File: config.mk
export PLATFORM = sky130hd
export DESIGN_NAME = rtcp_compound_parser
export DESIGN_NICKNAME = d
export VERILOG_FILES = /design/src/rtl/core/rtcp_pkg.sv /design/src/rtl/core/rtcp_out_queue.sv /design/src/rtl/core/rtcp_parse_core.sv /design/src/rtl/core/rtcp_compound_parser.sv
export VERILOG_INCLUDE_DIRS = /design/src /design/src/rtl/core
export SDC_FILE = /design/constraint.sdc
export NUM_CORES = 2
export LEC_CHECK = 0
export ABC_AREA = 1
export BUFFER_PORTS_ARGS = -buffer_cell sky130_fd_sc_hd__buf_2
export CAP_MARGIN = 40
export CORE_ASPECT_RATIO = 0.6
export CORE_MARGIN = 3
export CORE_UTILIZATION = 40
export DETAILED_ROUTE_END_ITERATION = 10
export PLACE_DENSITY = 0.66
export SYNTH_ARGS = -nofsm -noshare
export SYNTH_HDL_FRONTEND = slang
export SYNTH_SLANG_ARGS = --single-unit
File: constraint.sdc
create_clock -name clk -period 10.52 [get_ports clk]
set_clock_uncertainty 0.15 [all_clocks]
set_input_delay 0.526 -clock clk [delete_from_list [all_inputs] [get_ports clk]]
set_output_delay 0.526 -clock clk [all_outputs]
set_load 0.01 [all_outputs]
File: src/rtl/core/rtcp_compound_parser_assert.svh
// ----------------------------------------------------------------------------
// RTCP compound parser assertion macros
// Shared concurrent assertion forms, clocked on the rising edge, off in reset.
// ----------------------------------------------------------------------------
`ifndef RTCP_COMPOUND_PARSER_ASSERT_SVH
`define RTCP_COMPOUND_PARSER_ASSERT_SVH

// General property, checked on every edge out of reset
`define RTCP_ASSERT(label, clk, rst_n, prop, msg) \
    label: assert property (@(posedge clk) disable iff (!rst_n) prop) \
        else $error(msg);

// Condition that must never be seen
`define RTCP_NEVER(label, clk, rst_n, cond, msg) \
    label: assert property (@(posedge clk) disable iff (!rst_n) !(cond)) \
        else $error(msg);

`endif

File: src/rtl/core/rtcp_pkg.sv
// ----------------------------------------------------------------------------
// RTCP compound parser package
// Transaction types, record and status codes, RTCP constants, queue sizing.
// ----------------------------------------------------------------------------
package rtcp_pkg;

    typedef struct packed {
        logic [7:0]  data_byte;
        logic        start_req;
        logic [15:0] compound_length;
    } rtcp_in_t;

    typedef struct packed {
        logic [2:0]         record_kind;
        logic [2:0]         status;
        logic [31:0]        ssrc_a;
        logic [31:0]        ssrc_b;
        logic [63:0]        ntp_stamp;
        logic [31:0]        word_a;
        logic [31:0]        word_b;
        logic [31:0]        word_c;
        logic [31:0]        word_d;
        logic [7:0]         frac_lost;
        logic signed [23:0] cum_lost;
        logic               last;
    } rtcp_rec_t;

    // Up to two records leave the parser per byte
    typedef struct packed {
        logic      push0;
        logic      push1;
        rtcp_rec_t rec0;
        rtcp_rec_t rec1;
    } rtcp_push_t;

    typedef enum logic [2:0] {
        MODE_HDR,
        MODE_SR,
        MODE_RR,
        MODE_NACK,
        MODE_PLI,
        MODE_SKIP
    } rtcp_mode_t;

    localparam logic [2:0] KIND_SR        = 3'd0;
    localparam logic [2:0] KIND_RR_HDR    = 3'd1;
    localparam logic [2:0] KIND_RR_BLOCK  = 3'd2;
    localparam logic [2:0] KIND_NACK_HDR  = 3'd3;
    localparam logic [2:0] KIND_NACK_ITEM = 3'd4;
    localparam logic [2:0] KIND_PLI       = 3'd5;
    localparam logic [2:0] KIND_STATUS    = 3'd6;

    localparam logic [2:0] ST_OK        = 3'd0;
    localparam logic [2:0] ST_BAD_VER   = 3'd1;
    localparam logic [2:0] ST_OVERRUN   = 3'd2;
    localparam logic [2:0] ST_TOO_SHORT = 3'd3;
    localparam logic [2:0] ST_TRAILING  = 3'd4;

    localparam logic [7:0] PT_SR   = 8'd200;
    localparam logic [7:0] PT_RR   = 8'd201;
    localparam logic [7:0] PT_RTPFB = 8'd205;
    localparam logic [7:0] PT_PSFB = 8'd206;

    localparam logic [1:0] RTP_VERSION = 2'd2;
    localparam logic [4:0] FMT_ONE     = 5'd1;

    localparam int HDR_BYTES    = 4;
    localparam int SR_MIN_BYTES = 28;
    localparam int FB_MIN_BYTES = 12;
    localparam int RR_HDR_BYTES = 8;
    localparam int BLOCK_BYTES  = 24;

    localparam int Q_DEPTH = 4;
    localparam int Q_PTR_W = $clog2(Q_DEPTH);
    localparam int Q_CNT_W = $clog2(Q_DEPTH + 1);

endpackage

File: src/rtl/core/rtcp_out_queue.sv
// ----------------------------------------------------------------------------
// RTCP record queue
// Small record FIFO; takes one or two records a cycle, hands out one.
// ----------------------------------------------------------------------------
`include "rtcp_compound_parser_assert.svh"

module rtcp_out_queue
    import rtcp_pkg::*;
(
    input  logic       clk,
    input  logic       rst_n,
    input  rtcp_push_t push,
    output logic       space_ok,
    output logic       rec_valid,
    input  logic       rec_ready,
    output rtcp_rec_t  rec_data
);

    rtcp_rec_t            mem [Q_DEPTH];
    logic [Q_PTR_W-1:0]   head_reg, head_next;
    logic [Q_PTR_W-1:0]   tail_reg, tail_next;
    logic [Q_CNT_W-1:0]   count_reg, count_next;
    logic                 pop;
    logic [Q_CNT_W-1:0]   n_push;

    assign pop       = rec_valid && rec_ready;
    assign rec_valid = (count_reg != '0);
    assign rec_data  = mem[head_reg];
    assign space_ok  = (count_reg <= Q_CNT_W'(Q_DEPTH - 2));

    always_comb
    begin
        n_push     = Q_CNT_W'(push.push0) + Q_CNT_W'(push.push1);
        tail_next  = tail_reg + Q_PTR_W'(n_push);
        head_next  = pop ? head_reg + 1'b1 : head_reg;
        count_next = count_reg + n_push - Q_CNT_W'(pop);
    end

    always_ff @(posedge clk or negedge rst_n)
    begin
        if (!rst_n)
        begin
            head_reg  <= '0;
            tail_reg  <= '0;
            count_reg <= '0;
        end
        else
        begin
            head_reg  <= head_next;
            tail_reg  <= tail_next;
            count_reg <= count_next;
        end
    end

    always_ff @(posedge clk)
    begin
        if (push.push0)
        begin
            mem[tail_reg] <= push.rec0;
        end
        if (push.push1)
        begin
            mem[tail_reg + 1'b1] <= push.rec1;
        end
    end

    `RTCP_NEVER(a_q_bound, clk, rst_n, count_reg > Q_CNT_W'(Q_DEPTH), "queue count past depth")
    `RTCP_NEVER(a_q_room, clk, rst_n, push.push0 && !space_ok, "record pushed without room")
    `RTCP_ASSERT(a_q_pop, clk, rst_n, (pop && !push.push0) |=> (count_reg == $past(count_reg) - 1'b1), "pop did not drain")

endmodule

File: src/rtl/core/rtcp_parse_core.sv
// ----------------------------------------------------------------------------
// RTCP parse core
// Walks headers and packet bodies one byte a cycle while accept is high, forms result records.
// ----------------------------------------------------------------------------
`include "rtcp_compound_parser_assert.svh"

module rtcp_parse_core
    import rtcp_pkg::*;
(
    input  logic       clk,
    input  logic       rst_n,
    input  logic       accept,
    input  rtcp_in_t   in_data,
    output rtcp_push_t push
);

    logic [15:0] co_reg, co_next;
    logic [15:0] po_reg, po_next;
    logic [15:0] ps_reg, ps_next;
    rtcp_mode_t  mode_reg, mode_next;
    logic [4:0]  count_reg, count_next;
    logic [4:0]  blocks_reg, blocks_next;
    logic [4:0]  phase_reg, phase_next;
    logic [31:0] aw_reg, aw_next;
    logic        drop_reg, drop_next;

    logic [31:0] ssrc_reg, ssrc_next;
    logic [63:0] ntp_reg, ntp_next;
    logic [31:0] hw_reg [4];
    logic [31:0] hw_next [4];

    // values after an optional restart
    logic [15:0] co, po, ps, len, co_inc;
    rtcp_mode_t  mode;
    logic [4:0]  blocks;
    logic [31:0] aw, aw_n;
    logic        drop, active;

    logic [7:0]  pt;
    logic [16:0] pkt_words;
    logic [18:0] pkt;
    logic [15:0] pkt_start;
    logic [19:0] pkt_end;
    logic [9:0]  min_bytes;
    rtcp_mode_t  new_mode;
    logic        fail;
    logic [2:0]  fail_code;
    logic        rec_v, ok_v;
    rtcp_rec_t   rec, ok_rec;

    always_comb
    begin
        len    = in_data.compound_length;
        co     = in_data.start_req ? '0 : co_reg;
        po     = in_data.start_req ? '0 : po_reg;
        ps     = in_data.start_req ? '0 : ps_reg;
        mode   = in_data.start_req ? MODE_HDR : mode_reg;
        blocks = in_data.start_req ? '0 : blocks_reg;
        aw     = in_data.start_req ? '0 : aw_reg;
        drop   = in_data.start_req ? 1'b0 : drop_reg;
        active = !drop && (co < len);
        aw_n   = {aw[23:0], in_data.data_byte};
        co_inc = co + 16'd1;

        co_next     = co;
        po_next     = po;
        ps_next     = ps;
        mode_next   = mode;
        count_next  = count_reg;
        blocks_next = blocks;
        phase_next  = phase_reg;
        aw_next     = aw;
        drop_next   = drop;
        ssrc_next   = ssrc_reg;
        ntp_next    = ntp_reg;
        hw_next     = hw_reg;

        pt        = aw_n[23:16];
        pkt_words = {1'b0, aw_n[15:0]} + 17'd1;
        pkt       = {pkt_words, 2'b00};
        pkt_start = co - 16'd3;
        pkt_end   = {4'b0, pkt_start} + {1'b0, pkt};
        new_mode  = MODE_SKIP;
        min_bytes = 10'(HDR_BYTES);
        fail      = 1'b0;
        fail_code = ST_OK;
        rec_v     = 1'b0;
        rec       = '0;
        ok_v      = 1'b0;
        ok_rec    = '0;

        if (pt == PT_SR)
        begin
            new_mode  = MODE_SR;
            min_bytes = 10'(SR_MIN_BYTES);
        end
        else if (pt == PT_RR)
        begin
            new_mode  = MODE_RR;
            min_bytes = 10'(RR_HDR_BYTES) + 10'(count_reg) * 10'(BLOCK_BYTES);
        end
        else if (pt == PT_RTPFB && count_reg == FMT_ONE)
        begin
            new_mode  = MODE_NACK;
            min_bytes = 10'(FB_MIN_BYTES);
        end
        else if (pt == PT_PSFB && count_reg == FMT_ONE)
        begin
            new_mode  = MODE_PLI;
            min_bytes = 10'(FB_MIN_BYTES);
        end

        if (active)
        begin
            aw_next = aw_n;
            if (mode == MODE_HDR)
            begin
                if (po == '0)
                begin
                    if ((len - co) < 16'(HDR_BYTES))
                    begin
                        fail      = 1'b1;
                        fail_code = ST_TRAILING;
                    end
                    else if (in_data.data_byte[7:6] != RTP_VERSION)
                    begin
                        fail      = 1'b1;
                        fail_code = ST_BAD_VER;
                    end
                    else
                    begin
                        count_next = in_data.data_byte[4:0];
                        po_next    = 16'd1;
                    end
                end
                else if (po < 16'd3)
                begin
                    po_next = po + 16'd1;
                end
                else if (pkt_end > {4'b0, len})
                begin
                    fail      = 1'b1;
                    fail_code = ST_OVERRUN;
                end
                else if (pkt < {9'b0, min_bytes})
                begin
                    fail      = 1'b1;
                    fail_code = ST_TOO_SHORT;
                end
                else
                begin
                    // pkt fits the compound here, so 16 bits hold it
                    ps_next     = pkt[15:0];
                    blocks_next = count_reg;
                    phase_next  = '0;
                    if (pkt == 19'(HDR_BYTES))
                    begin
                        mode_next = MODE_HDR;
                        po_next   = '0;
                    end
                    else
                    begin
                        mode_next = new_mode;
                        po_next   = 16'(HDR_BYTES);
                    end
                end
            end
            else
            begin
                case (mode)
                    MODE_SR:
                    begin
                        case (po)
                            16'd7:  ssrc_next = aw_n;
                            16'd11: ntp_next = {aw_n, 32'b0};
                            16'd15: ntp_next = {ntp_reg[63:32], aw_n};
                            16'd19: hw_next[0] = aw_n;
                            16'd23: hw_next[1] = aw_n;
                            16'd27:
                            begin
                                rec_v           = 1'b1;
                                rec.record_kind = KIND_SR;
                                rec.ssrc_a      = ssrc_reg;
                                rec.ntp_stamp   = ntp_reg;
                                rec.word_a      = hw_reg[0];
                                rec.word_b      = hw_reg[1];
                                rec.word_c      = aw_n;
                            end
                            default: ;
                        endcase
                    end
                    MODE_RR:
                    begin
                        if (po >= 16'd8)
                        begin
                            phase_next = (phase_reg == 5'(BLOCK_BYTES - 1)) ? 5'd0
                                                                           : phase_reg + 5'd1;
                        end
                        if (po == 16'd7)
                        begin
                            rec_v           = 1'b1;
                            rec.record_kind = KIND_RR_HDR;
                            rec.ssrc_a      = aw_n;
                        end
                        else if (po >= 16'd8 && blocks != '0)
                        begin
                            // phase is the byte position within the current report block
                            case (phase_reg)
                                5'd3:  ssrc_next = aw_n;
                                5'd7:  hw_next[0] = aw_n;
                                5'd11: hw_next[1] = aw_n;
                                5'd15: hw_next[2] = aw_n;
                                5'd19: hw_next[3] = aw_n;
                                5'd23:
                                begin
                                    rec_v           = 1'b1;
                                    rec.record_kind = KIND_RR_BLOCK;
                                    rec.ssrc_a      = ssrc_reg;
                                    rec.word_a      = hw_reg[1];
                                    rec.word_b      = hw_reg[2];
                                    rec.word_c      = hw_reg[3];
                                    rec.word_d      = aw_n;
                                    rec.frac_lost   = hw_reg[0][31:24];
                                    rec.cum_lost    = hw_reg[0][23:0];
                                    blocks_next     = blocks - 5'd1;
                                end
                                default: ;
                            endcase
                        end
                    end
                    MODE_NACK, MODE_PLI:
                    begin
                        if (po == 16'd7)
                        begin
                            ssrc_next = aw_n;
                        end
                        else if (po == 16'd11)
                        begin
                            rec_v           = 1'b1;
                            rec.record_kind = (mode == MODE_NACK) ? KIND_NACK_HDR : KIND_PLI;
                            rec.ssrc_a      = ssrc_reg;
                            rec.ssrc_b      = aw_n;
                        end
                        else if (mode == MODE_NACK && po >= 16'd12 && po[1:0] == 2'd3)
                        begin
                            rec_v           = 1'b1;
                            rec.record_kind = KIND_NACK_ITEM;
                            rec.word_a      = {16'b0, aw_n[31:16]};
                            rec.word_b      = {16'b0, aw_n[15:0]};
                        end
                    end
                    default: ;
                endcase

                if (({1'b0, po} + 17'd1) >= {1'b0, ps})
                begin
                    mode_next = MODE_HDR;
                    po_next   = '0;
                end
                else
                begin
                    po_next = po + 16'd1;
                end
            end

            if (fail)
            begin
                // an error stands alone and ends the compound
                rec_v           = 1'b1;
                rec             = '0;
                rec.record_kind = KIND_STATUS;
                rec.status      = fail_code;
                drop_next       = 1'b1;
            end
            else
            begin
                co_next = co_inc;
                if (co_inc == len)
                begin
                    ok_v      = 1'b1;
                    drop_next = 1'b1;
                end
            end
        end

        ok_rec.record_kind = KIND_STATUS;
        ok_rec.status      = ST_OK;
        ok_rec.last        = 1'b1;
        rec.last           = !ok_v;

        push.push0 = accept && (rec_v || ok_v);
        push.push1 = accept && rec_v && ok_v;
        push.rec0  = rec_v ? rec : ok_rec;
        push.rec1  = ok_rec;
    end

    always_ff @(posedge clk or negedge rst_n)
    begin
        if (!rst_n)
        begin
            co_reg     <= '0;
            po_reg     <= '0;
            ps_reg     <= '0;
            mode_reg   <= MODE_HDR;
            count_reg  <= '0;
            blocks_reg <= '0;
            phase_reg  <= '0;
            aw_reg     <= '0;
            drop_reg   <= 1'b0;
        end
        else if (accept)
        begin
            co_reg     <= co_next;
            po_reg     <= po_next;
            ps_reg     <= ps_next;
            mode_reg   <= mode_next;
            count_reg  <= count_next;
            blocks_reg <= blocks_next;
            phase_reg  <= phase_next;
            aw_reg     <= aw_next;
            drop_reg   <= drop_next;
        end
    end

    always_ff @(posedge clk or negedge rst_n)
    begin
        if (!rst_n)
        begin
            ssrc_reg <= '0;
            ntp_reg  <= '0;
            hw_reg   <= '{default: '0};
        end
        else if (accept)
        begin
            ssrc_reg <= ssrc_next;
            ntp_reg  <= ntp_next;
            hw_reg   <= hw_next;
        end
    end

    `RTCP_NEVER(a_pc_pair, clk, rst_n, push.push1 && !push.push0, "second record without first")
    `RTCP_ASSERT(a_pc_tail, clk, rst_n, push.push1 |-> !push.rec0.last, "first of pair marked last")
    `RTCP_NEVER(a_pc_ok, clk, rst_n, push.push1 && push.rec1.status != ST_OK, "pair tail not ok")
    `RTCP_NEVER(a_pc_end, clk, rst_n, drop_reg && !in_data.start_req && push.push0, "record after end")

endmodule

File: src/rtl/core/rtcp_compound_parser.sv
// ----------------------------------------------------------------------------
// RTCP compound parser
// Byte-serial RTCP compound packet walker with record output queue.
// ----------------------------------------------------------------------------
// Takes one byte of an RTCP compound packet per cycle while byte_ready is high
// and emits SR, RR header, report block, generic NACK header and entry, PLI
// and status records. Each byte yields zero, one or two records (two only
// when a record completes on the final byte, followed by the ok status).
// Records pass through a four-entry queue; byte_ready is high while at least
// two entries are free, so the byte side stalls whenever fewer are free.
// Records are registered in the queue before they reach rec_data.
// ----------------------------------------------------------------------------
module rtcp_compound_parser
    import rtcp_pkg::*;
(
    input  logic      clk,
    input  logic      rst_n,
    input  logic      byte_valid,
    output logic      byte_ready,
    input  rtcp_in_t  byte_data,
    output logic      rec_valid,
    input  logic      rec_ready,
    output rtcp_rec_t rec_data
);

    rtcp_push_t push;
    logic       space_ok;

    assign byte_ready = space_ok;

    rtcp_parse_core u_core (
        .clk     (clk),
        .rst_n   (rst_n),
        .accept  (byte_valid && space_ok),
        .in_data (byte_data),
        .push    (push)
    );

    rtcp_out_queue u_queue (
        .clk       (clk),
        .rst_n     (rst_n),
        .push      (push),
        .space_ok  (space_ok),
        .rec_valid (rec_valid),
        .rec_ready (rec_ready),
        .rec_data  (rec_data)
    );

endmodule
==> reports/metrics.cfg <==
[drt]
vias_per_cell=5.230
wl_per_cell_um=19.80
final_antenna_net_count=0
drt-total-wl_mm=326.0
detail_route.first_pass.iterations=8
drt_iter0_markers=10790
drc=0
vias=86090

[grt]
overflow=0
grtUsageTotal_pct=28.20
grt_use_met2_pct=40.35
use_met3_pct=6.446
top_usage_layer=met1
met1_usage_pct=40.96
grt_first_pass_wirelength_mm=490.3
grt_pass1_vias=76200
antenna_found_initial=17
grt_max_degree=228

[yosys]
synth-main-ff-cell=dfxtp_1
ys_seq_area_share_pct=36.64
synth_cell_types=57
avgSynthCellArea_um2=6.244
synth_xor_area_share_pct=0.6483
yosysWarnings=0
synth-seq-cells=1502
synth_top_family_by_area=simple AND/OR/NAND/NOR gates
synth_mux_area_share_pct=0
synth_cells=13850
syn_nets=13970
async_reset_ff_share_pct=21.44
synthAdderAreaFrac_pct=1.415
synth_edf_count=0
synth-simple-area-share_pct=33.05
synth-compound-area-share_pct=11.20
syn-cell-area_um2=86460

[power]
ir_worst_vdd_mv=0.4852
power.density_nw_per_um2=311.9
total_power_mw=29.55
leakagePower_nw=58.98

[final_layout]
finalNetCount=13610
largest_reg_flops=1180
stdcell_area_um2=94740
synthToLayoutAreaGrowth_pct=9.586
layout-drive-gt1-share_pct=7.376

[timing]
setup_viol=0
finalCriticalPeriod_ns=8.141
fmax_ghz=0.1228
worst_pin_slew_ns=1.233
relSlewSlack_pct=17.83
fin_crit_sh_pct=77.38
whs_ns=0.06712
hold_violations=0
slew_viol_final=0
rsz0062_at_grt=no
final.setup.tns_ns=0

[clock_network]
path_clk_slew_ns=0.06
clk_latency_ns=0.84
cts_sinks=1502
cts_post_setup_buffers_inserted=0
root_buffer=clkbuf_16
cts_buffers=163
ctsHoldBuffers=7
cts_tree=built
h-tree-depth=4
clk_path_buf_depth=4
ctsResizeCount=0

[worst_hold_path]
worstHoldPathType=input port to flip-flop

[place]
hpwl_mm=193.0
placed_cell_area_um2=89490
place_congestion=1.001
port_buffers=325

[run]
cap_violations=0

[floorplan]
die_w_um=606.2
io_pins=326
die-area_um2=221900
fp-row-count=131
die_h_um=366.1
start_util_pct=40.45
core_area_um2=213700

[setup_path]
cp_slowest_cell=buf_4
cp.arrival_ns=8.68
critical_path.max_stage_delay_ns=0.70
critPathKind=input port to flip-flop
start_kind=input port
crit_fanout=85
required_ns=11.06
cpMostUsedCell=nand2_1
crit_path_end_kind=flip-flop

[outcome]
status=completed

per-layer routing:
metal	part of all wire, %	routed length, um	up-vias
met4	3.8	12470	12
met2	41	133400	4078
met1	44	144500	38970
met3	11	35520	583
li1	-	-	42460
met5	0.023	74	-
stage by stage:
stage,util (%),setup slack (ns),instances
global placement,41.61,2.060,16140
global route,44.33,1.897,16460
detailed placement,41.87,2.031,16160
CTS,44.31,2.846,16460
floorplan,-,4.216,13850
finish,44.33,2.379,16460
worst paths after layout:
| check | start | end | slack [ns] | cells after the start |
|---|---|---|---|---|
| max in group asynchronous | rst_n | u_core.ntp_reg[18] | 7.99 | 4 |
| max | byte_data[20] | u_queue.mem[3][275] | 2.38 | 38 |
| min reg2reg | u_queue.mem[2][293] | u_queue.mem[2][293] | 0.31 | 2 |
| min | byte_data[23] | u_core.ntp_reg[38] | 0.07 | 3 |
| max reg2reg | u_core.aw_reg[1] | u_queue.mem[3][275] | 2.55 | 32 |
| min in group asynchronous | rst_n | u_core.ssrc_reg[26] | 0.17 | 2 |
cell usage after synthesis (51+ instances only):
master       n  share of area [%]
o22ai_1     61               0.44
nand2_1   3477                 15
clkbuf_1   623                2.7
ha_1        93                1.3
nand3_1    306                1.8
inv_2      186               0.81
inv_1     2502                 11
xor2_1      51               0.52
nor2_1    1472                6.4
nand4_1   1230                8.9
buf_2      268                1.6
dfxtp_1   1180                 27
dfrtp_1    322                9.3
buf_1       93               0.40
a21oi_1    976                5.6
o21ai_0    667                3.9
layout make-up:
class	count	area, um2
Antenna cell	2	5.005
Timing Repair Buffer	516	3914
Clock buffer	242	4738
Sequential cell	1502	31680
Clock inverter	42	401.6
Tap cell	2859	3577
Inverter	2701	10170
Fill cell	22420	119000
Multi-Input combinational cell	8596	40250
kinds of logic (layout without fill, tap and decap cells):
| logic type | Yosys count | after routing |
|---|---|---|
| compound gates | 1843 | 1843 |
| xor+xnor | 64 | 64 |
| fa+ha+maj | 96 | 96 |
| buf+inv | 3748 | 3501 |
| flops | 1502 | 1502 |
| other cells | 0 | 2 |
| simple gates | 6593 | 6593 |
cell usage in the layout, fill, tap and decap left out, types with 25 or more instances in the layout:
cell type     n
inv_1      2499
dfrtp_1     321
buf_2       328
xor2_1       51
clkbuf_16   165
clkbuf_8     32
o22ai_1      61
o21bai_1     25
nand2_1    3472
nand3_1     295
o31ai_1      36
clkbuf_1     45
dfxtp_1    1180
a21oi_1     976
buf_12       39
ha_1         93
o21ai_0     667
nor3_1       48
clkinv_2     26
nor2_1     1465
buf_4       123
nand4_1    1230
inv_2       186
worst max-delay path, delay by kind of cell:
family	cells	cell delay, ns
AND/OR/NAND/NOR	24	3.79
XOR/XNOR	1	0.16
adder cells (fa/ha/maj)	2	0.59
AO/OA/AOI/OAI	3	0.53
buffers and inverters	8	2.89
where the power goes:
group	leakage (nW)	switching, mW	internal (mW)
logic	42.3	10.5	4.37
registers	14.1	0.976	7.88
clock network	2.54	2.54	3.24
total	59.0	14.1	15.5
(Power assumes the default switching activity.)
